`src/pva_pkg.sv`:
```
// -----------------------------------------------------------------------------
// pva_pkg
// Shared constants, command and outcome codes, and memory word types.
// -----------------------------------------------------------------------------
`default_nettype none
package pva_pkg;
   localparam int VOICES   = 16;
   localparam int CHANNELS = 16;
   localparam int VW = $clog2(VOICES);
   localparam int CW = 4;

   localparam logic [2:0] CMD_NOTE_ON  = 3'd0;
   localparam logic [2:0] CMD_NOTE_OFF = 3'd1;
   localparam logic [2:0] CMD_SUS_ON   = 3'd2;
   localparam logic [2:0] CMD_SUS_OFF  = 3'd3;
   localparam logic [2:0] CMD_TICK     = 3'd4;

   localparam logic [2:0] OC_NONE    = 3'd0;
   localparam logic [2:0] OC_ASSIGN  = 3'd1;
   localparam logic [2:0] OC_RETRIG  = 3'd2;
   localparam logic [2:0] OC_STOLEN  = 3'd3;
   localparam logic [2:0] OC_RELEASE = 3'd4;
   localparam logic [2:0] OC_HELD    = 3'd5;

   // one voice table word
   typedef struct packed {
      logic       busy;
      logic       held;
      logic [3:0] owner;
      logic [6:0] note;
      logic [6:0] velocity;
      logic [7:0] countdown;
   } voice_word_type;
endpackage
`default_nettype wire

```
`src/pva_ram.sv`:
```
// -----------------------------------------------------------------------------
// pva_ram
// Generic single-port synchronous RAM with a registered read.
// -----------------------------------------------------------------------------
`default_nettype none
module pva_ram #(
   parameter int DEPTH = 16,
   parameter int WIDTH = 8
) (
   input  wire logic                     clock,
   input  wire logic                     we,
   input  wire logic [$clog2(DEPTH)-1:0] addr,
   input  wire logic [WIDTH-1:0]         wdata,
   output logic      [WIDTH-1:0]         rdata
);
   logic [WIDTH-1:0] mem [DEPTH];

   always_ff @(posedge clock) begin
      if (we) begin
         mem[addr] <= wdata;
      end
      rdata <= mem[addr];
   end
endmodule
`default_nettype wire

```
`src/poly_voice_allocator_top.sv`:
```
// -----------------------------------------------------------------------------
// poly_voice_allocator_top
// Polyphonic voice allocator: voice table and free ring held in RAM.
// -----------------------------------------------------------------------------
// Usage:
//  - Drive req_* and raise start while busy is low; the word is taken at
//    that edge. Commands are handled one at a time.
//  - Each result word sits on rsp_voice/rsp_outcome/rsp_last for one cycle
//    with rsp_valid high; rsp_last marks the final word of a command. The
//    receiver cannot stall, so every word is taken at the edge ending it.
//  - After reset a clearing pass over all VOICES (16) entries loads the voice
//    table and the free ring with their reset values; busy stays high meanwhile.
//  - Note on / note off: a scan of the voice table through the single RAM
//    port, then a decide state and a write-back state; the word is taken at
//    the same edge at which a new command can be taken.
//  - Sustain off: a read state then a write-back state per voice; each freed
//    voice is reported when the next is found, the last in the final word.
//  - Tick with n free voices (n >= 2): each ring step passes S_TK_RING,
//    S_TK_VOICE and S_TK_UPD, then S_TK_LAST makes the last ring write.
//  - Sustain on, tick on a nearly full table, unknown codes: word from S_DONE.
//  - busy is low exactly while idle; it drops at the edge that raises the
//    final word's strobe.
//  - State: voice table RAM (busy, held, owner, note, velocity, countdown),
//    free-ring RAM, head/tail/count and per-channel sustain flops.
// -----------------------------------------------------------------------------
`default_nettype none
module poly_voice_allocator_top (
   input  wire logic       clock,
   input  wire logic       reset,
   input  wire logic       start,
   output logic            busy,
   input  wire logic [2:0] req_cmd,
   input  wire logic [3:0] req_channel,
   input  wire logic [6:0] req_note,
   input  wire logic [6:0] req_velocity,
   input  wire logic [7:0] req_release_count,
   output logic            rsp_valid,
   output logic [3:0]      rsp_voice,
   output logic [2:0]      rsp_outcome,
   output logic            rsp_last
);
   localparam int VW = pva_pkg::VW;
   localparam int VWW = $bits(pva_pkg::voice_word_type);

   typedef enum logic [3:0] {
      S_CLEAR, S_IDLE, S_SCAN, S_DECIDE, S_WRITE, S_SUS_RD, S_SUS_CHK,
      S_TK_RING, S_TK_VOICE, S_TK_UPD, S_TK_LAST, S_DONE
   } state_type;

   state_type state_ff;

   // voice RAM port
   logic                     vwe;
   logic [VW-1:0]            vaddr;
   pva_pkg::voice_word_type  vwdata, vrdata;
   logic [VWW-1:0]           vrraw;
   // ring RAM port
   logic                     rwe;
   logic [VW-1:0]            raddr;
   logic [VW-1:0]            rwdata, rrdata;

   pva_ram #(.DEPTH(pva_pkg::VOICES), .WIDTH(VWW)) u_voice_ram (
      .clock(clock), .we(vwe), .addr(vaddr), .wdata(vwdata), .rdata(vrraw));
   assign vrdata = pva_pkg::voice_word_type'(vrraw);

   pva_ram #(.DEPTH(pva_pkg::VOICES), .WIDTH(VW)) u_ring_ram (
      .clock(clock), .we(rwe), .addr(raddr), .wdata(rwdata), .rdata(rrdata));

   // command latch
   logic [2:0] cmd_ff;
   logic [3:0] ch_ff;
   logic [6:0] note_ff, vel_ff;
   logic [7:0] rel_ff;

   logic [VW-1:0] head_ff, tail_ff;
   logic [VW:0]   count_ff;
   logic [pva_pkg::CHANNELS-1:0] sustain_ff;

   // scan control
   logic [VW:0]   idx_ff;      // address issued (reaches VOICES at the end)
   logic          rd_ok_ff;    // a scan read was issued last cycle
   logic [VW-1:0] rd_addr_ff;
   logic          found_ff;
   logic [VW-1:0] fidx_ff;
   pva_pkg::voice_word_type fword_ff;
   logic [2:0]    outcome_ff;
   // sustain off: one freed voice waits so its last flag is known
   logic          pend_ff;
   logic [VW-1:0] pend_voice_ff;
   // tick walk
   logic [VW-1:0] p_ff, pre_ff;
   logic [VW-1:0] a_ff, pre_val_ff;  // pre_val: ring value carried for slot p
   logic [7:0]    mn_ff;
   logic          first_ff;

   // response next values
   logic          rsp_valid_in, rsp_last_in;
   logic [3:0]    rsp_voice_in;
   logic [2:0]    rsp_outcome_in;

   logic [3:0] ch_m;
   assign ch_m = 4'({28'd0, req_channel} % pva_pkg::CHANNELS);

   logic match, sus_hit, to_ring, step_keep;
   logic [7:0] k_now;
   assign match   = vrdata.busy && vrdata.owner == ch_ff && vrdata.note == note_ff;
   assign sus_hit = vrdata.busy && vrdata.owner == ch_ff && vrdata.held;
   assign to_ring = (cmd_ff == pva_pkg::CMD_NOTE_OFF) && found_ff && !sustain_ff[ch_ff];
   assign k_now   = (vrdata.countdown != 8'd0) ? vrdata.countdown - 8'd1 : 8'd0;
   assign step_keep = k_now < mn_ff;

   // RAM port control
   always_comb begin
      vwe = 1'b0; vaddr = idx_ff[VW-1:0]; vwdata = vrdata;
      rwe = 1'b0; raddr = head_ff; rwdata = pre_val_ff;
      unique case (state_ff)
         S_CLEAR: begin
            vwe = 1'b1;
            vwdata = '{busy:1'b0, held:1'b0, owner:4'd0, note:7'd0,
                       velocity:7'd32, countdown:8'd0};
            rwe = 1'b1;
            raddr = idx_ff[VW-1:0];
            rwdata = idx_ff[VW-1:0];
         end
         S_WRITE: begin
            vaddr = fidx_ff;
            vwe = found_ff;
            vwdata = fword_ff;
            raddr = tail_ff;
            rwdata = fidx_ff;
            rwe = to_ring;
         end
         S_SUS_CHK: begin
            vaddr = rd_addr_ff;
            vwdata.busy = 1'b0;
            vwdata.held = 1'b0;
            vwe = sus_hit;
            raddr = tail_ff;
            rwdata = rd_addr_ff;
            rwe = sus_hit;
         end
         S_TK_RING: raddr = p_ff;
         S_TK_VOICE: vaddr = rrdata;
         S_TK_UPD: begin
            // slot pre is final now: keep its carried value or take a (swap)
            vaddr = a_ff;
            vwdata.countdown = k_now;
            vwe = !first_ff;
            raddr = pre_ff;
            rwdata = step_keep ? pre_val_ff : a_ff;
            rwe = !first_ff;
         end
         S_TK_LAST: begin
            raddr = p_ff;
            rwdata = pre_val_ff;
            rwe = 1'b1;
         end
         default: ;
      endcase
   end

   // result word for the next cycle
   always_comb begin
      rsp_valid_in = 1'b0; rsp_last_in = 1'b0;
      rsp_voice_in = '0; rsp_outcome_in = pva_pkg::OC_NONE;
      unique case (state_ff)
         S_WRITE: begin
            rsp_valid_in = 1'b1; rsp_last_in = 1'b1;
            rsp_voice_in = fidx_ff; rsp_outcome_in = outcome_ff;
         end
         S_SUS_CHK: begin
            if (sus_hit && pend_ff) begin
               rsp_valid_in = 1'b1;
               rsp_voice_in = pend_voice_ff; rsp_outcome_in = pva_pkg::OC_RELEASE;
            end
         end
         S_SUS_RD: begin
            if (idx_ff[VW]) begin
               rsp_valid_in = 1'b1; rsp_last_in = 1'b1;
               if (pend_ff) begin
                  rsp_voice_in = pend_voice_ff; rsp_outcome_in = pva_pkg::OC_RELEASE;
               end
            end
         end
         S_TK_LAST, S_DONE: begin
            rsp_valid_in = 1'b1; rsp_last_in = 1'b1;
         end
         default: ;
      endcase
   end

   always_ff @(posedge clock) begin
      if (reset) begin
         state_ff <= S_CLEAR;
         idx_ff <= '0;
         head_ff <= '0; tail_ff <= '0; count_ff <= '0;
         sustain_ff <= '0;
         busy <= 1'b1;
         rsp_valid <= 1'b0; rsp_last <= 1'b0;
         rsp_voice <= '0; rsp_outcome <= pva_pkg::OC_NONE;
      end else begin
         rsp_valid <= rsp_valid_in; rsp_last <= rsp_last_in;
         rsp_voice <= rsp_voice_in; rsp_outcome <= rsp_outcome_in;
         unique case (state_ff)
            S_CLEAR: begin
               idx_ff <= idx_ff + 1'b1;
               if (idx_ff == (VW+1)'(pva_pkg::VOICES - 1)) begin
                  state_ff <= S_IDLE;
                  busy <= 1'b0;
               end
            end
            S_IDLE: begin
               if (start) begin
                  busy <= 1'b1;
                  cmd_ff <= req_cmd; ch_ff <= ch_m; note_ff <= req_note;
                  vel_ff <= req_velocity; rel_ff <= req_release_count;
                  idx_ff <= '0; rd_ok_ff <= 1'b0; found_ff <= 1'b0;
                  pend_ff <= 1'b0;
                  unique case (req_cmd)
                     pva_pkg::CMD_NOTE_ON, pva_pkg::CMD_NOTE_OFF: state_ff <= S_SCAN;
                     pva_pkg::CMD_SUS_ON: begin
                        sustain_ff[ch_m] <= 1'b1;
                        state_ff <= S_DONE;
                     end
                     pva_pkg::CMD_SUS_OFF: begin
                        sustain_ff[ch_m] <= 1'b0;
                        state_ff <= S_SUS_RD;
                     end
                     pva_pkg::CMD_TICK: begin
                        // no aging unless at least two voices are free
                        if (count_ff + 1'b1 >= (VW+1)'(pva_pkg::VOICES)) begin
                           state_ff <= S_DONE;
                        end else begin
                           p_ff <= tail_ff - 1'b1;
                           first_ff <= 1'b1;
                           state_ff <= S_TK_RING;
                        end
                     end
                     default: state_ff <= S_DONE;
                  endcase
               end
            end
            S_SCAN: begin
               // lowest matching voice wins
               if (rd_ok_ff && !found_ff && match) begin
                  found_ff <= 1'b1; fidx_ff <= rd_addr_ff; fword_ff <= vrdata;
               end
               rd_addr_ff <= idx_ff[VW-1:0];
               rd_ok_ff <= !idx_ff[VW];
               if (idx_ff[VW]) state_ff <= S_DECIDE;
               else idx_ff <= idx_ff + 1'b1;
            end
            S_DECIDE: begin
               // rrdata holds ring[head] here
               state_ff <= S_WRITE;
               if (cmd_ff == pva_pkg::CMD_NOTE_ON) begin
                  if (found_ff) begin
                     fword_ff.countdown <= rel_ff;
                     outcome_ff <= pva_pkg::OC_RETRIG;
                  end else begin
                     found_ff <= 1'b1;
                     fword_ff <= '{busy:1'b1, held:1'b0, owner:ch_ff, note:note_ff,
                                   velocity:vel_ff, countdown:rel_ff};
                     if (count_ff >= (VW+1)'(pva_pkg::VOICES)) begin
                        // all busy: victim is the voice numbered by the head
                        fidx_ff <= head_ff;
                        outcome_ff <= pva_pkg::OC_STOLEN;
                     end else begin
                        fidx_ff <= rrdata;
                        outcome_ff <= pva_pkg::OC_ASSIGN;
                        head_ff <= head_ff + 1'b1;
                        count_ff <= count_ff + 1'b1;
                     end
                  end
               end else begin
                  if (!found_ff) begin
                     fidx_ff <= '0;
                     outcome_ff <= pva_pkg::OC_NONE;
                  end else if (sustain_ff[ch_ff]) begin
                     fword_ff.held <= 1'b1;
                     outcome_ff <= pva_pkg::OC_HELD;
                  end else begin
                     // busy and held are the two top bits of the word
                     fword_ff <= {2'b00, fword_ff[VWW-3:0]};
                     outcome_ff <= pva_pkg::OC_RELEASE;
                  end
               end
            end
            S_WRITE: begin
               if (to_ring) begin
                  tail_ff <= tail_ff + 1'b1;
                  if (count_ff != '0) count_ff <= count_ff - 1'b1;
               end
               busy <= 1'b0;
               state_ff <= S_IDLE;
            end
            S_SUS_RD: begin
               if (idx_ff[VW]) begin
                  busy <= 1'b0;
                  state_ff <= S_IDLE;
               end else begin
                  rd_addr_ff <= idx_ff[VW-1:0];
                  idx_ff <= idx_ff + 1'b1;
                  state_ff <= S_SUS_CHK;
               end
            end
            S_SUS_CHK: begin
               if (sus_hit) begin
                  pend_ff <= 1'b1;
                  pend_voice_ff <= rd_addr_ff;
                  tail_ff <= tail_ff + 1'b1;
                  if (count_ff != '0) count_ff <= count_ff - 1'b1;
               end
               state_ff <= S_SUS_RD;
            end
            S_TK_RING: state_ff <= S_TK_VOICE;
            S_TK_VOICE: begin
               a_ff <= rrdata;
               state_ff <= S_TK_UPD;
            end
            S_TK_UPD: begin
               first_ff <= 1'b0;
               pre_ff <= p_ff;
               if (first_ff) begin
                  mn_ff <= vrdata.countdown;
                  pre_val_ff <= a_ff;
               end else if (step_keep) begin
                  mn_ff <= k_now;
                  pre_val_ff <= a_ff;
               end
               if (p_ff == head_ff) begin
                  state_ff <= S_TK_LAST;
               end else begin
                  p_ff <= p_ff - 1'b1;
                  state_ff <= S_TK_RING;
               end
            end
            S_TK_LAST: begin
               busy <= 1'b0;
               state_ff <= S_IDLE;
            end
            S_DONE: begin
               busy <= 1'b0;
               state_ff <= S_IDLE;
            end
            default: state_ff <= S_IDLE;
         endcase
      end
   end

   property p_last_needs_valid;
      @(posedge clock) disable iff (reset) rsp_last |-> rsp_valid;
   endproperty
   a_last_valid: assert property (p_last_needs_valid) else $error("last without valid");
   a_count: assert property (@(posedge clock) disable iff (reset)
      count_ff <= (VW+1)'(pva_pkg::VOICES)) else $error("count overflow");
   a_idle_free: assert property (@(posedge clock) disable iff (reset)
      (state_ff == S_IDLE) == !busy) else $error("busy does not match idle");
   a_ring_fill: assert property (@(posedge clock) disable iff (reset)
      (state_ff != S_CLEAR) |->
      (tail_ff - head_ff) == VW'((VW+1)'(pva_pkg::VOICES) - count_ff))
      else $error("free ring fill does not match busy count");
endmodule
`default_nettype wire
```
`config.mk`:
```
export PLATFORM = sky130hd
export DESIGN_NAME = poly_voice_allocator_top
export DESIGN_NICKNAME = d
export VERILOG_FILES = /design/src/pva_pkg.sv /design/src/pva_ram.sv /design/src/poly_voice_allocator_top.sv
export SDC_FILE = /design/constraint.sdc
export NUM_CORES = 1
export LEC_CHECK = 0
export BUFFER_PORTS_ARGS = -buffer_cell sky130_fd_sc_hd__buf_2
export CAP_MARGIN = 30
export CORE_UTILIZATION = 50
export CTS_BUF_LIST = sky130_fd_sc_hd__clkbuf_4
export DETAILED_ROUTE_END_ITERATION = 7
export PLACE_DENSITY_LB_ADDON = 0.25
export SYNTH_ARGS = -nofsm -noshare
export SYNTH_HDL_FRONTEND = slang
export SYNTH_SLANG_ARGS = --single-unit
```
`constraint.sdc`:
```
create_clock -name clock -period 5 [get_ports clock]
set_input_delay 1.25 -clock clock [delete_from_list [all_inputs] [get_ports clock]]
set_output_delay 1.25 -clock clock [all_outputs]
set_load 0.02 [all_outputs]
```
* Word-level counts from Yosys, hierarchy flattened
Memory sizes are Yosys's and may differ from the RTL's. A register that Yosys moved wholly into a read port is not among the register bits. Cells that the tools add are included. W data, S select, Z words.
Storage, ports and cells: register bits after elaboration 148, input bits 32, bits in writable memories 512, output and inout port bits 10, memories 2
Operators by class: reduce and logical (&&, ||, !) cells 62, muxes and demuxes 96, order comparisons 6, bitwise gates (word level) 6, equality and inequality tests 38, add/sub/neg operators 8
Memories:
- u_voice_ram.mem | words 16, bits a word 28, read ports 1, clocked after memory_dff 1, wr ports 1, RTL line pva_ram.sv:16 | logic [WIDTH-1:0] mem [DEPTH];
- u_ring_ram.mem | words 16, bits a word 4, read ports 1, clocked after memory_dff 1, wr ports 1, RTL line pva_ram.sv:16
Operator list (count):
- $mux W4 | 23
- $mux W28 | 3
- $pmux W28 S2 | 1
- $pmux W4 S4 | 3
- $mux W5 | 8
- $pmux W18 S2 | 1
- $pmux W4 S9 | 1
- $pmux W16 S2 | 1
- $pmux W4 S2 | 4
- $ne A2 B2 Y1 const B | 15
- $pmux W5 S3 | 2
- $reduce_and A3 Y1 | 9
- $mux W8 | 3
- $pmux W4 S3 | 2
- $pmux W8 S3 | 1
- $mux W1 | 21
- $mux W3 | 7
- $mux W20 | 1
- $reduce_and A4 Y1 | 5
- $reduce_and A5 Y1 | 4
- $reduce_and A6 Y1 | 3
- $and A16 B16 Y16 | 1
- $eq A4 B3 Y1 const B | 4
- $eq A4 B4 Y1 const B | 4
- other kinds (41) | 89

* Depth between registers and ports, before layout
Gate-level depths: netlist (run 1).
depth in word-level cells 7, mapped depth 13

* Cells and area by module
Synthesis (run 1) repeated with hierarchy kept, for this count alone.
Unflattened totals: cells, all modules 1608, area total of the unflattened synthesis 27809.2 µm²
By module, submodules not included:
- pva_ram (u_voice_ram) | seq. area each 14013.4 µm², area each 17402.9 µm², cells each 736, instances 1
- poly_voice_allocator_top | seq. area each 3963.8 µm², area each 7747.4 µm², cells each 739, instances 1
- pva_ram (u_ring_ram) | seq. area each 2001.9 µm², area each 2658.8 µm², cells each 133, instances 1

* Worst setup path after synthesis (run 1)
No wires, ideal clock.
path kind register -> register, from register u_voice_ram.rdata[0] (read register of u_voice_ram.mem), to memory u_ring_ram.mem[0][2] (netlist name) (data pin), cell stages (with the launch flop) 14, setup slack 1447 ps, setup time 330 ps, period minus slack after synthesis 3553 ps, data required time 4670 ps, arrival 3223 ps, path through dfxtp_1 > inv_1 > ha_1 > nor4b_1 > and2_1 > nor2_1 > ha_1 > nor2b_1 > o21ai_0 > o311a_1 > o221ai_1 > a31oi_1 > mux2i_1 > o21ai_0
Between the ends: longest elaborated chain between the ends 5
RTL lines:
- start, declared | RTL line pva_ram.sv:14 | output logic [WIDTH-1:0] rdata
- $sub A8 B1 Y8 or $reduce_bool A8 Y1 (tied branches) | RTL line poly_voice_allocator_top.sv:109 | assign k_now = (vrdata.countdown != 8'd0) ? vrdata.countdown - 8'd1 : 8'd0;
- $mux W8 (*) | RTL line poly_voice_allocator_top.sv:109
- $lt A8 B8 Y1 (*) | RTL line poly_voice_allocator_top.sv:110 | assign step_keep = k_now < mn_ff;
- $mux W4 (*) | RTL line poly_voice_allocator_top.sv:150 | rwdata = step_keep ? pre_val_ff : a_ff;
- $pmux W4 S4 (*) | RTL line poly_voice_allocator_top.sv:116 | unique case (state_ff)
- named net rwdata[2] | RTL line poly_voice_allocator_top.sv:60 | logic [VW-1:0] rwdata, rrdata;
- end, declared | RTL line pva_ram.sv:16
The timed path passes the listed nets; every way through them passes the cells marked *.

* Worst setup path after layout (run 1)
from register u_voice_ram.rdata[0] (read register of u_voice_ram.mem), to memory u_ring_ram.mem[6][2] (netlist name) (data pin)
The elaborated chain is that of the path after synthesis.

==> results.sh, run 1 <==
export IMPL_rsz0062_at_grt="no"
export IMPL_fin_skew_ns=0.0556
export IMPL_drtAntennaViolNets=0
export IMPL_crit_required_ns=5.74
export IMPL_routabilityCongestion=0.881
export IMPL_cp_start_kind="flop"
export IMPL_synth_area_mux_share=0.0816
export IMPL_cellPowerDensity_nw_per_um2=374
export IMPL_via_per_inst=5.98
export IMPL_cts_setup_buffers=0
export IMPL_netlist_area_um2=23900
export IMPL_drive_gt1_frac=0.203
export IMPL_vdd_drop_max_v=0.000209
export IMPL_cts_made_buffers=144
export IMPL_path_clk_slew_ns=0.06
export IMPL_ys_seq_elements=559
export IMPL_rows=79
export IMPL_grt_pass1_vias=15400
export IMPL_syn_avg_cell_area_um2=13.8
export IMPL_slew_violations=0
export IMPL_fmax_mhz=250
export IMPL_synth_area_leaders="edfxtp_1, mux2i_1, dfxtp_1"
export IMPL_cp_cell_sequence="inv_1, ha_1, nor4b_1, and2_1, nor2_1, ha_1, nor2b_1, o21ai_0, o311a_1, o221ai_1, a31oi_1, mux2i_1, o21ai_0, buf_4"
export IMPL_synth_compound_area_frac=0.109
export IMPL_clk_path_buf_depth=3
export IMPL_hold_viol_final=0
export IMPL_cts_hold_buf=0
export IMPL_grt_pass1_wl_um=88400
export IMPL_core_area_um2=46900
export IMPL_synth_edff_count=486
export IMPL_yosys_area_top_type_share=0.611
export IMPL_initial_core_util=0.510
export IMPL_maxSlewHeadroom=0.326
export IMPL_yosys_warnings=0
export IMPL_finalSetupViolCount=0
export IMPL_die_h_um=221
export IMPL_die_area_um2=48700
export IMPL_grt_max_degree=82
export IMPL_overflow=0
export IMPL_synthAdderAreaFrac=0.00838
export IMPL_synth_cells=1730
export IMPL_drc=0
export IMPL_worst_path_max_delay_cell="nor4b_1"
export IMPL_totalWireLength_um=57900
export IMPL_ios=42
export IMPL_dp_slack_ns=1.08
export IMPL_cp_max_fo=16
export IMPL_wl_per_cell_um=22.4
export IMPL_cts_tree="yes"
export IMPL_first_iter_violations=1417
export IMPL_ctsResizeCount=0
export IMPL_htree_levels=4
export IMPL_grt_usage=0.245
export IMPL_p_leak_nw=9.76
export IMPL_synth_xor_area_frac=0.0117
export IMPL_fin_util=0.571
export IMPL_root_buffer="clkbuf_4"
export IMPL_endpoint_kind="flop"
export IMPL_worst_pin_slew_ns=1.01
export IMPL_syn_to_final_growth_pct=12.0
export IMPL_port_buffers=34
export IMPL_synthSimpleGateAreaFrac=0.0901
export IMPL_synth_top_family_by_area="compound AO/OA/AOI/OAI gates"
export IMPL_hp_class="reg2reg"
export IMPL_die_w_um=221
export IMPL_setup_ws_ns=0.998
export IMPL_cp_top_family="compound AO/OA/AOI/OAI gates"
export IMPL_finalWorstPathRequiredPeriod_ns=4.00
export IMPL_async_reset_ff_frac=0
export IMPL_synthFlopType="edfxtp_1"
export IMPL_cap_violations=0
export IMPL_yosys_area_top_type="edfxtp_1"
export IMPL_dp_hpwl_um=36600
export IMPL_post_route_period_util=0.800
export IMPL_status="complete, no violations"
export IMPL_first_pass_iters=5
export IMPL_critPathBufInv=2
export IMPL_clock_sinks=559
export IMPL_cp_arrival_ns=4.74
export IMPL_fin_tns_setup_ns=0
export IMPL_antenna_found_initial=3
export IMPL_num_vias=15400
export IMPL_synth_seq_area_share=0.672
export IMPL_synth_nets=1778
export IMPL_slowest_delay_ns=0.50
export IMPL_path_class="reg2reg"
export IMPL_synth_cell_types=83
export IMPL_clkLatencyLatePin_ns=0.97
export IMPL_final_nets=1907
-- placed cells by master, fill, tap and decap left out, types with 7 or more instances in the layout --
| cell | count |
|---|---|
| or3_1 | 13 |
| clkinv_1 | 17 |
| inv_1 | 34 |
| a221o_1 | 9 |
| a311oi_1 | 13 |
| buf_2 | 34 |
| a41oi_1 | 8 |
| and2_1 | 9 |
| nor2_2 | 17 |
| a21oi_1 | 67 |
| o21ai_0 | 38 |
| a22oi_1 | 16 |
| or4_1 | 30 |
| nand2_1 | 112 |
| nor3_1 | 22 |
| buf_4 | 51 |
| dfxtp_1 | 71 |
| nand2b_1 | 16 |
| mux2i_1 | 173 |
| clkbuf_4 | 230 |
| a31oi_1 | 9 |
| o22ai_1 | 70 |
| xor2_1 | 9 |
| xnor2_1 | 23 |
| or3b_2 | 7 |
| ha_1 | 16 |
| nor4_1 | 12 |
| nand3_1 | 24 |
| mux2_2 | 8 |
| a22o_1 | 29 |
| o211ai_1 | 26 |
| nor2_1 | 103 |
| nor2b_1 | 16 |
| edfxtp_1 | 486 |
| a221oi_1 | 23 |
| o21a_1 | 8 |
| or2_2 | 9 |
-- final timing paths --
check	from	to	slack, ns	cells past startpoint
worst max-delay path	u_voice_ram.rdata[0]	u_ring_ram.mem[6][2]	1.0	14
worst min-delay path	busy	busy	0.48	1
worst max register to register	u_voice_ram.rdata[0]	u_ring_ram.mem[6][2]	1.0	14
worst min register to register	busy	busy	0.48	1
-- layout make-up --
cell class / instances / area [µm²]
Fill cell: 3874 / 20100
Sequential cell: 559 / 16100
Multi-Input combinational cell: 1030 / 7270
Clock buffer: 230 / 1730
Tap cell: 607 / 759
Timing Repair Buffer: 89 / 641
Clock inverter: 29 / 175
Inverter: 35 / 131
Antenna cell: 3 / 7.51
-- metal layers --
metal / wire length [µm] / track usage / up-vias
met5: 13 / 0 / -
met4: 1550 / 0.104 / 2
met3: 3800 / 0.0554 / 122
met2: 28100 / 0.395 / 563
met1: 24500 / 0.319 / 7654
li1: - / - / 7100
-- power breakdown --
group / total [W] / leakage (nW) / internal [W] / switching [W]
combinational: 0.000714 / 3.60 / 0.000292 / 0.000422
sequential: 0.00530 / 5.02 / 0.00518 / 0.000118
clock: 0.00400 / 1.15 / 0.00218 / 0.00182
total: 0.0100 / 9.76 / 0.00765 / 0.00236
-- through the flow --
stage / hold WS [ns] / total power, W / std cells / cell area (µm²)
6_report: 0.476 / 0.0100 / 2582 / 26800
3_5_place_dp: 0.463 / 0.00609 / 2318 / 24800
3_3_place_gp: 0.433 / 0.00608 / 2317 / 24800
4_1_cts: 0.363 / 0.0101 / 2577 / 26700
5_1_grt: 0.418 / 0.0104 / 2582 / 26800
2_1_floorplan: 0.406 / 0.00584 / 1730 / 23900
-- flip-flops by register name, summed over array words and instances, names as in the netlist, 5 cells and up, named ones only --
signal	count
u_voice_ram.mem	336
idx_ff	5
u_voice_ram.rdata	21
note_ff	7
rel_ff	8
fword_ff	21
mn_ff	8
u_ring_ram.mem	64
count_ff	5
-- cells by family after synthesis --
logic type               Yosys count
flip-flops                       559
AND/OR/NAND/NOR                  426
AO/OA/AOI/OAI                    370
multiplexers                     186
buffers and inverters            141
XOR/XNOR                          32
adder cells (fa/ha/maj)           16
-- cells in the mapped netlist (6+ instances only) --
master,number
edfxtp_1,486
mux2i_1,173
nor2_1,120
nand2_1,112
dfxtp_1,73
o22ai_1,70
a21oi_1,67
clkbuf_1,46
buf_2,39
o21ai_0,39
inv_1,34
or4_1,30
a22o_1,29
o211ai_1,26
nand3_1,24
a221oi_1,23
nor3_1,23
xnor2_1,23
a22oi_1,16
ha_1,16
nand2b_1,16
nor2b_1,16
a311oi_1,13
or3_1,13
nor4_1,12
a221o_1,9
a31oi_1,9
and2_1,9
or2_2,9
xor2_1,9
a41oi_1,8
buf_1,8
mux2_2,8
o21a_1,8
or3b_2,7
buf_4,6
nand4_1,6
nor3b_1,6
Power figures use the tool's default switching activity.
==> run 2, diff against run 1 <==
Settings changed: ABC_AREA from default to 1.
Clock period 5 ns to 3.7 ns, I/O delays scaled along.
==> results.sh, run 2 <==
export IMPL_hold_slack_ns=0.139
export IMPL_syn_to_final_growth_pct=13.3
export IMPL_ctsResizeCount=0
export IMPL_die_area_um2=49200
export IMPL_clock_sinks=559
export IMPL_worst_pin_slew_ns=0.956
export IMPL_r2r_start="ch_ff[1]"
export IMPL_clkLatencyLatePin_ns=0.98
export IMPL_ys_seq_elements=559
export IMPL_cts_tree="yes"
export IMPL_yosysMostFrequentCell="nand2_1"
export IMPL_path_clk_slew_ns=0.06
export IMPL_cp_depth=10
export IMPL_synth_cell_types=45
export IMPL_cp_top_family="simple AND/OR/NAND/NOR gates"
export IMPL_cp_arrival_ns=3.92
export IMPL_largest_reg_flops=336
export IMPL_drtAntennaViolNets=0
export IMPL_power_w=0.0136
export IMPL_critPathLaunch="ch_ff[1]"
export IMPL_endpoint_kind="flop"
export IMPL_overflow=0
export IMPL_core_area_um2=47700
export IMPL_cts_setup_buffers=0
export IMPL_synth_area_leaders="edfxtp_1, nand2_1, dfxtp_1"
export IMPL_cellPowerDensity_nw_per_um2=497
export IMPL_dp_slack_ns=0.482
export IMPL_status="complete, no violations"
export IMPL_reg2reg_depth=10
export IMPL_final_nets=2657
export IMPL_synth_nets=2488
export IMPL_slew_violations=0
export IMPL_via_per_inst=5.37
export IMPL_synthFlopType="edfxtp_1"
export IMPL_grt_pass1_vias=17200
export IMPL_crit_required_ns=4.33
export IMPL_crit_top_cell="nand2_1"
export IMPL_rows=80
export IMPL_antenna_found_initial=1
export IMPL_yosys_area_top_type_share=0.604
export IMPL_vdd_drop_max_v=0.000301
export IMPL_htree_levels=4
export IMPL_netlist_area_um2=24200
export IMPL_port_buffers=34
export IMPL_cts_made_buffers=146
export IMPL_async_reset_ff_frac=0
export IMPL_clk_path_buf_depth=3
export IMPL_worst_path_max_delay_cell="edfxtp_1"
export IMPL_hp_class="in2reg"
export IMPL_fin_skew_ns=0.0468
export IMPL_multiInputGateArea_um2=7160
export IMPL_grt_usage=0.253
export IMPL_fmax_mhz=304
export IMPL_setup_ws_ns=0.411
export IMPL_first_pass_iters=5
export IMPL_syn_avg_cell_area_um2=9.91
export IMPL_routabilityCongestion=0.913
export IMPL_r2r_setup_slack_ns=0.41
export IMPL_num_vias=18000
export IMPL_grt_max_degree=122
export IMPL_cap_violations=0
export IMPL_ff_latch_area_um2=16100
export IMPL_yosys_warnings=0
export IMPL_largestRegisters="u_voice_ram.mem (336), u_ring_ram.mem (64)"
export IMPL_cp_max_fo=17
export IMPL_synth_commonest_cells="nand2_1, edfxtp_1, nand3_1"
export IMPL_yosys_area_top_type="edfxtp_1"
export IMPL_setup_worst_path_end="u_voice_ram.mem[3][3]"
export IMPL_root_buffer="clkbuf_4"
export IMPL_die_w_um=222
export IMPL_ios=42
export IMPL_maxSlewHeadroom=0.358
export IMPL_rsz0062_at_grt="no"
export IMPL_drc=0
export IMPL_initial_core_util=0.506
export IMPL_fill_cells=4108
export IMPL_fin_tns_setup_ns=0
export IMPL_critPathBufInv=2
export IMPL_finalWorstPathRequiredPeriod_ns=3.29
export IMPL_regMostFlops="u_voice_ram.mem"
export IMPL_cp_start_kind="flop"
export IMPL_path_class="reg2reg"
export IMPL_final_common_cell="nand2_1"
export IMPL_drive_gt1_frac=0.148
export IMPL_finalSetupViolCount=0
export IMPL_synth_seq_area_share=0.664
export IMPL_grt_pass1_wl_um=94900
export IMPL_post_route_period_util=0.889
export IMPL_fin_util=0.574
export IMPL_synth_edff_count=486
export IMPL_cp_cell_sequence="inv_1, o22ai_1, nor2_1, nand2_1, nor3_1, nand2_1, nand2_1, nand3_1, nor2_2, buf_12"
export IMPL_final_cell_mix="nand2_1, edfxtp_1, clkbuf_4"
export IMPL_wl_per_cell_um=18.3
export IMPL_first_iter_violations=1762
export IMPL_synth_cells=2440
export IMPL_dp_hpwl_um=38600
export IMPL_r2r_end="u_voice_ram.mem[3][3]"
export IMPL_p_leak_nw=11.4
export IMPL_cts_hold_buf=0
export IMPL_totalWireLength_um=61100
export IMPL_die_h_um=222
export IMPL_hold_viol_final=0
export IMPL_slowest_delay_ns=0.53
run 2: cell types whose count changed in the layout (fill, tap and decap cells not counted), moves of 26 or more:
cell     before   now
o22ai_1      70    19
nand3_1      24   159
mux2i_1     173     1
a22o_1       29     0
o21ai_0      38    70
inv_1        34   152
or4_1        30     0
buf_4        51    77
nand2_1     112  1050
run 2: cells by family (layout without fill, tap and decap cells):
group | Yosys count | after routing | share of synthesized area
compound gates | 201 | 201 | 0.0493
xor+xnor | 11 | 11 | 0.00399
fa+ha+maj | 16 | 16 | 0.00828
buf+inv | 257 | 541 | 0.0428
flops | 559 | 559 | 0.664
mux | 1 | 1 | 0.000414
other cells | 0 | 3 | 0
simple gates | 1395 | 1395 | 0.231
run 2: through the flow:
step                instance area [µm²]  instances
global placement                  25500       3075
detailed placement                25500       3076
CTS                               27400       3339
global route                      27400       3341
floorplan                         24200       2440
finish                            27400       3342
run 2: worst min path at each step:
stage	startpoint	slack, ns	depth (start not counted)	endpoint
floorplan	u_ring_ram.rdata[0]	0.43	0	a_ff[0]
global placement	a_ff[3]	0.44	0	pre_val_ff[3]
detailed placement	a_ff[2]	0.44	0	pre_val_ff[2]
CTS	req_note[5]	0.03	1	note_ff[5]
global route	req_note[5]	0.07	1	note_ff[5]
finish	req_note[5]	0.14	1	note_ff[5]
run 2: report_power, final:
part           total (W)  internal (W)  switching [W]
Combinational    0.00118      0.000348       0.000830
Clock            0.00537       0.00289        0.00248
Sequential       0.00707       0.00697      0.0000913
Total             0.0136        0.0102        0.00340
run 2: metal layers:
metal	routed length [µm]	global-route usage	part of all wire	vias up
met3	4480	0.0559	0.073	107
met2	28100	0.392	0.46	687
met4	1550	0.102	0.025	0
met5	0	0	0	-
li1	-	-	-	8653
met1	27000	0.348	0.44	8516
run 2: area by class of cell:
cell class | instances | share of cell area
Antenna cell | 3 | 0.000274
Timing Repair Buffer | 119 | 0.0330
Tap cell | 615 | 0.0281
Multi-Input combinational cell | 1624 | 0.261
Sequential cell | 559 | 0.586
Clock buffer | 230 | 0.0630
Inverter | 159 | 0.0219
Clock inverter | 33 | 0.00608
==> run 3, diff against run 2 <==
Settings changed: BUFFER_PORTS_ARGS -buffer_cell sky130_fd_sc_hd__buf_2 to -buffer_cell sky130_fd_sc_hd__buf_4.
==> results.sh, run 3 (same netlist as run 2, synthesis figures left out) <==
export IMPL_fin_skew_ns=0.0400
export IMPL_final_common_cell="nand2_1"
export IMPL_finalSetupViolCount=0
export IMPL_final_cell_mix="nand2_1, edfxtp_1, clkbuf_4"
export IMPL_grt_max_degree=117
export IMPL_p_leak_nw=11.4
export IMPL_maxSlewHeadroom=0.381
export IMPL_drive_gt1_frac=0.145
export IMPL_first_iter_violations=1735
export IMPL_htree_levels=4
export IMPL_path_clk_slew_ns=0.06
export IMPL_rows=80
export IMPL_cts_tree="yes"
export IMPL_die_area_um2=49200
export IMPL_antenna_found_initial=2
export IMPL_fmax_mhz=300
export IMPL_path_class="reg2reg"
export IMPL_r2r_setup_slack_ns=0.36
export IMPL_clock_sinks=559
export IMPL_worst_pin_slew_ns=0.921
export IMPL_regMostFlops="u_voice_ram.mem"
export IMPL_endpoint_kind="flop"
export IMPL_hp_class="in2reg"
export IMPL_post_route_period_util=0.902
export IMPL_hold_depth=1
export IMPL_cap_violations=0
export IMPL_rsz0062_at_grt="no"
export IMPL_cp_max_fo=15
export IMPL_reg2reg_depth=10
export IMPL_die_h_um=222
export IMPL_cp_start_kind="flop"
export IMPL_initial_core_util=0.506
export IMPL_r2r_end="u_voice_ram.mem[4][18]"
export IMPL_final_nets=2649
export IMPL_drc=0
export IMPL_clk_path_buf_depth=3
export IMPL_hold_viol_final=0
export IMPL_fin_tns_setup_ns=0
export IMPL_totalWireLength_um=59200
export IMPL_worst_path_max_delay_cell="edfxtp_1"
export IMPL_fin_util=0.576
export IMPL_clkLatencyLatePin_ns=1.00
export IMPL_slew_violations=0
export IMPL_root_buffer="clkbuf_4"
export IMPL_grt_pass1_vias=17400
export IMPL_cts_setup_buffers=0
export IMPL_status="complete, no violations"
export IMPL_crit_top_cell="nand2_1"
export IMPL_finalWorstPathRequiredPeriod_ns=3.34
export IMPL_die_w_um=222
export IMPL_largest_reg_flops=336
export IMPL_cp_cell_sequence="inv_1, nor2_1, nor2_1, nand2_1, nor3_1, nand2_1, nand2_1, nand3_1, nor2_2, buf_4"
export IMPL_drtAntennaViolNets=0
export IMPL_slowest_delay_ns=0.56
export IMPL_wl_per_cell_um=17.8
export IMPL_first_pass_iters=8
export IMPL_routabilityCongestion=0.908
export IMPL_dp_hpwl_um=37000
export IMPL_cts_made_buffers=141
export IMPL_syn_to_final_growth_pct=13.7
export IMPL_vdd_drop_max_v=0.000299
export IMPL_overflow=0
export IMPL_hold_path_end="note_ff[0]"
export IMPL_port_buffers=34
export IMPL_grt_usage=0.245
export IMPL_num_vias=17800
export IMPL_worstHoldStart="req_note[0]"
export IMPL_grt_pass1_wl_um=92500
export IMPL_ios=42
export IMPL_r2r_start="ch_ff[0]"
export IMPL_crit_required_ns=4.33
export IMPL_cp_arrival_ns=3.97
export IMPL_cellPowerDensity_nw_per_um2=500
export IMPL_largestRegisters="u_voice_ram.mem (336), u_ring_ram.mem (64)"
export IMPL_ctsResizeCount=0
export IMPL_core_area_um2=47700
export IMPL_via_per_inst=5.36
export IMPL_cts_hold_buf=0
-- run 3: cell count changes in the layout (fill, tap and decap cells not counted), moves of 4 or more --
| cell | change |
|---|---|
| buf_2 | -34 |
| bufinv_16 | +4 |
| buf_4 | +32 |
| clkbuf_4 | -8 |
-- run 3: worst max-delay path by stage --
| stage | startpoint | to | slack [ns] | cells after the start |
|---|---|---|---|---|
| floorplan | u_voice_ram.rdata[0] | mn_ff[0] | 0.53 | 16 |
| global placement | ch_ff[0] | u_voice_ram.mem[4][17] | 0.56 | 10 |
| detailed placement | ch_ff[0] | u_voice_ram.mem[4][22] | 0.55 | 10 |
| CTS | ch_ff[0] | u_voice_ram.mem[4][18] | 0.49 | 10 |
| global route | state_ff[0] | u_ring_ram.mem[1][0] | 0.25 | 10 |
| finish | ch_ff[0] | u_voice_ram.mem[4][18] | 0.36 | 10 |
-- run 3: report_power, final --
group	switching, W	internal [W]
sequential	0.0000923	0.00697
clock	0.00244	0.00307
combinational	0.000816	0.000353
-- run 3: layout make-up --
type | count | area (µm²)
clock buffer | 222 | 1670
fill | 4086 | 20300
timing repair buffer | 116 | 958
clock inverter | 31 | 263
tap | 615 | 769
multi-input combinational | 1624 | 7160
inverter | 159 | 599
antenna | 3 | 7.51
sequential | 559 | 16100
-- run 3: stage by stage --
step	total power (W)	cell area [µm²]	setup slack (ns)	hold slack (ns)	cells
finish	0.0137	27500	0.364	0.113	3329
global route	0.0143	27500	0.250	0.0316	3328
CTS	0.0139	27500	0.491	0.0373	3326
detailed placement	0.00836	25500	0.552	0.436	3073
global placement	0.00833	25500	0.555	0.434	3073
floorplan	0.00796	24200	0.526	0.425	2440
-- run 3: metal layers --
layer  routed length, µm  global-route usage
met5                   0                   0
met4                1350              0.0867
met3                4490              0.0600
met2               27800               0.392
met1               25500               0.327
-- run 3: critical path: cells and delay by family (launching register included) --
family	cells	cell delay, ns
and+or+nand+nor	8	1.76
buffers and inverters	2	0.63
DFF	1	0.56
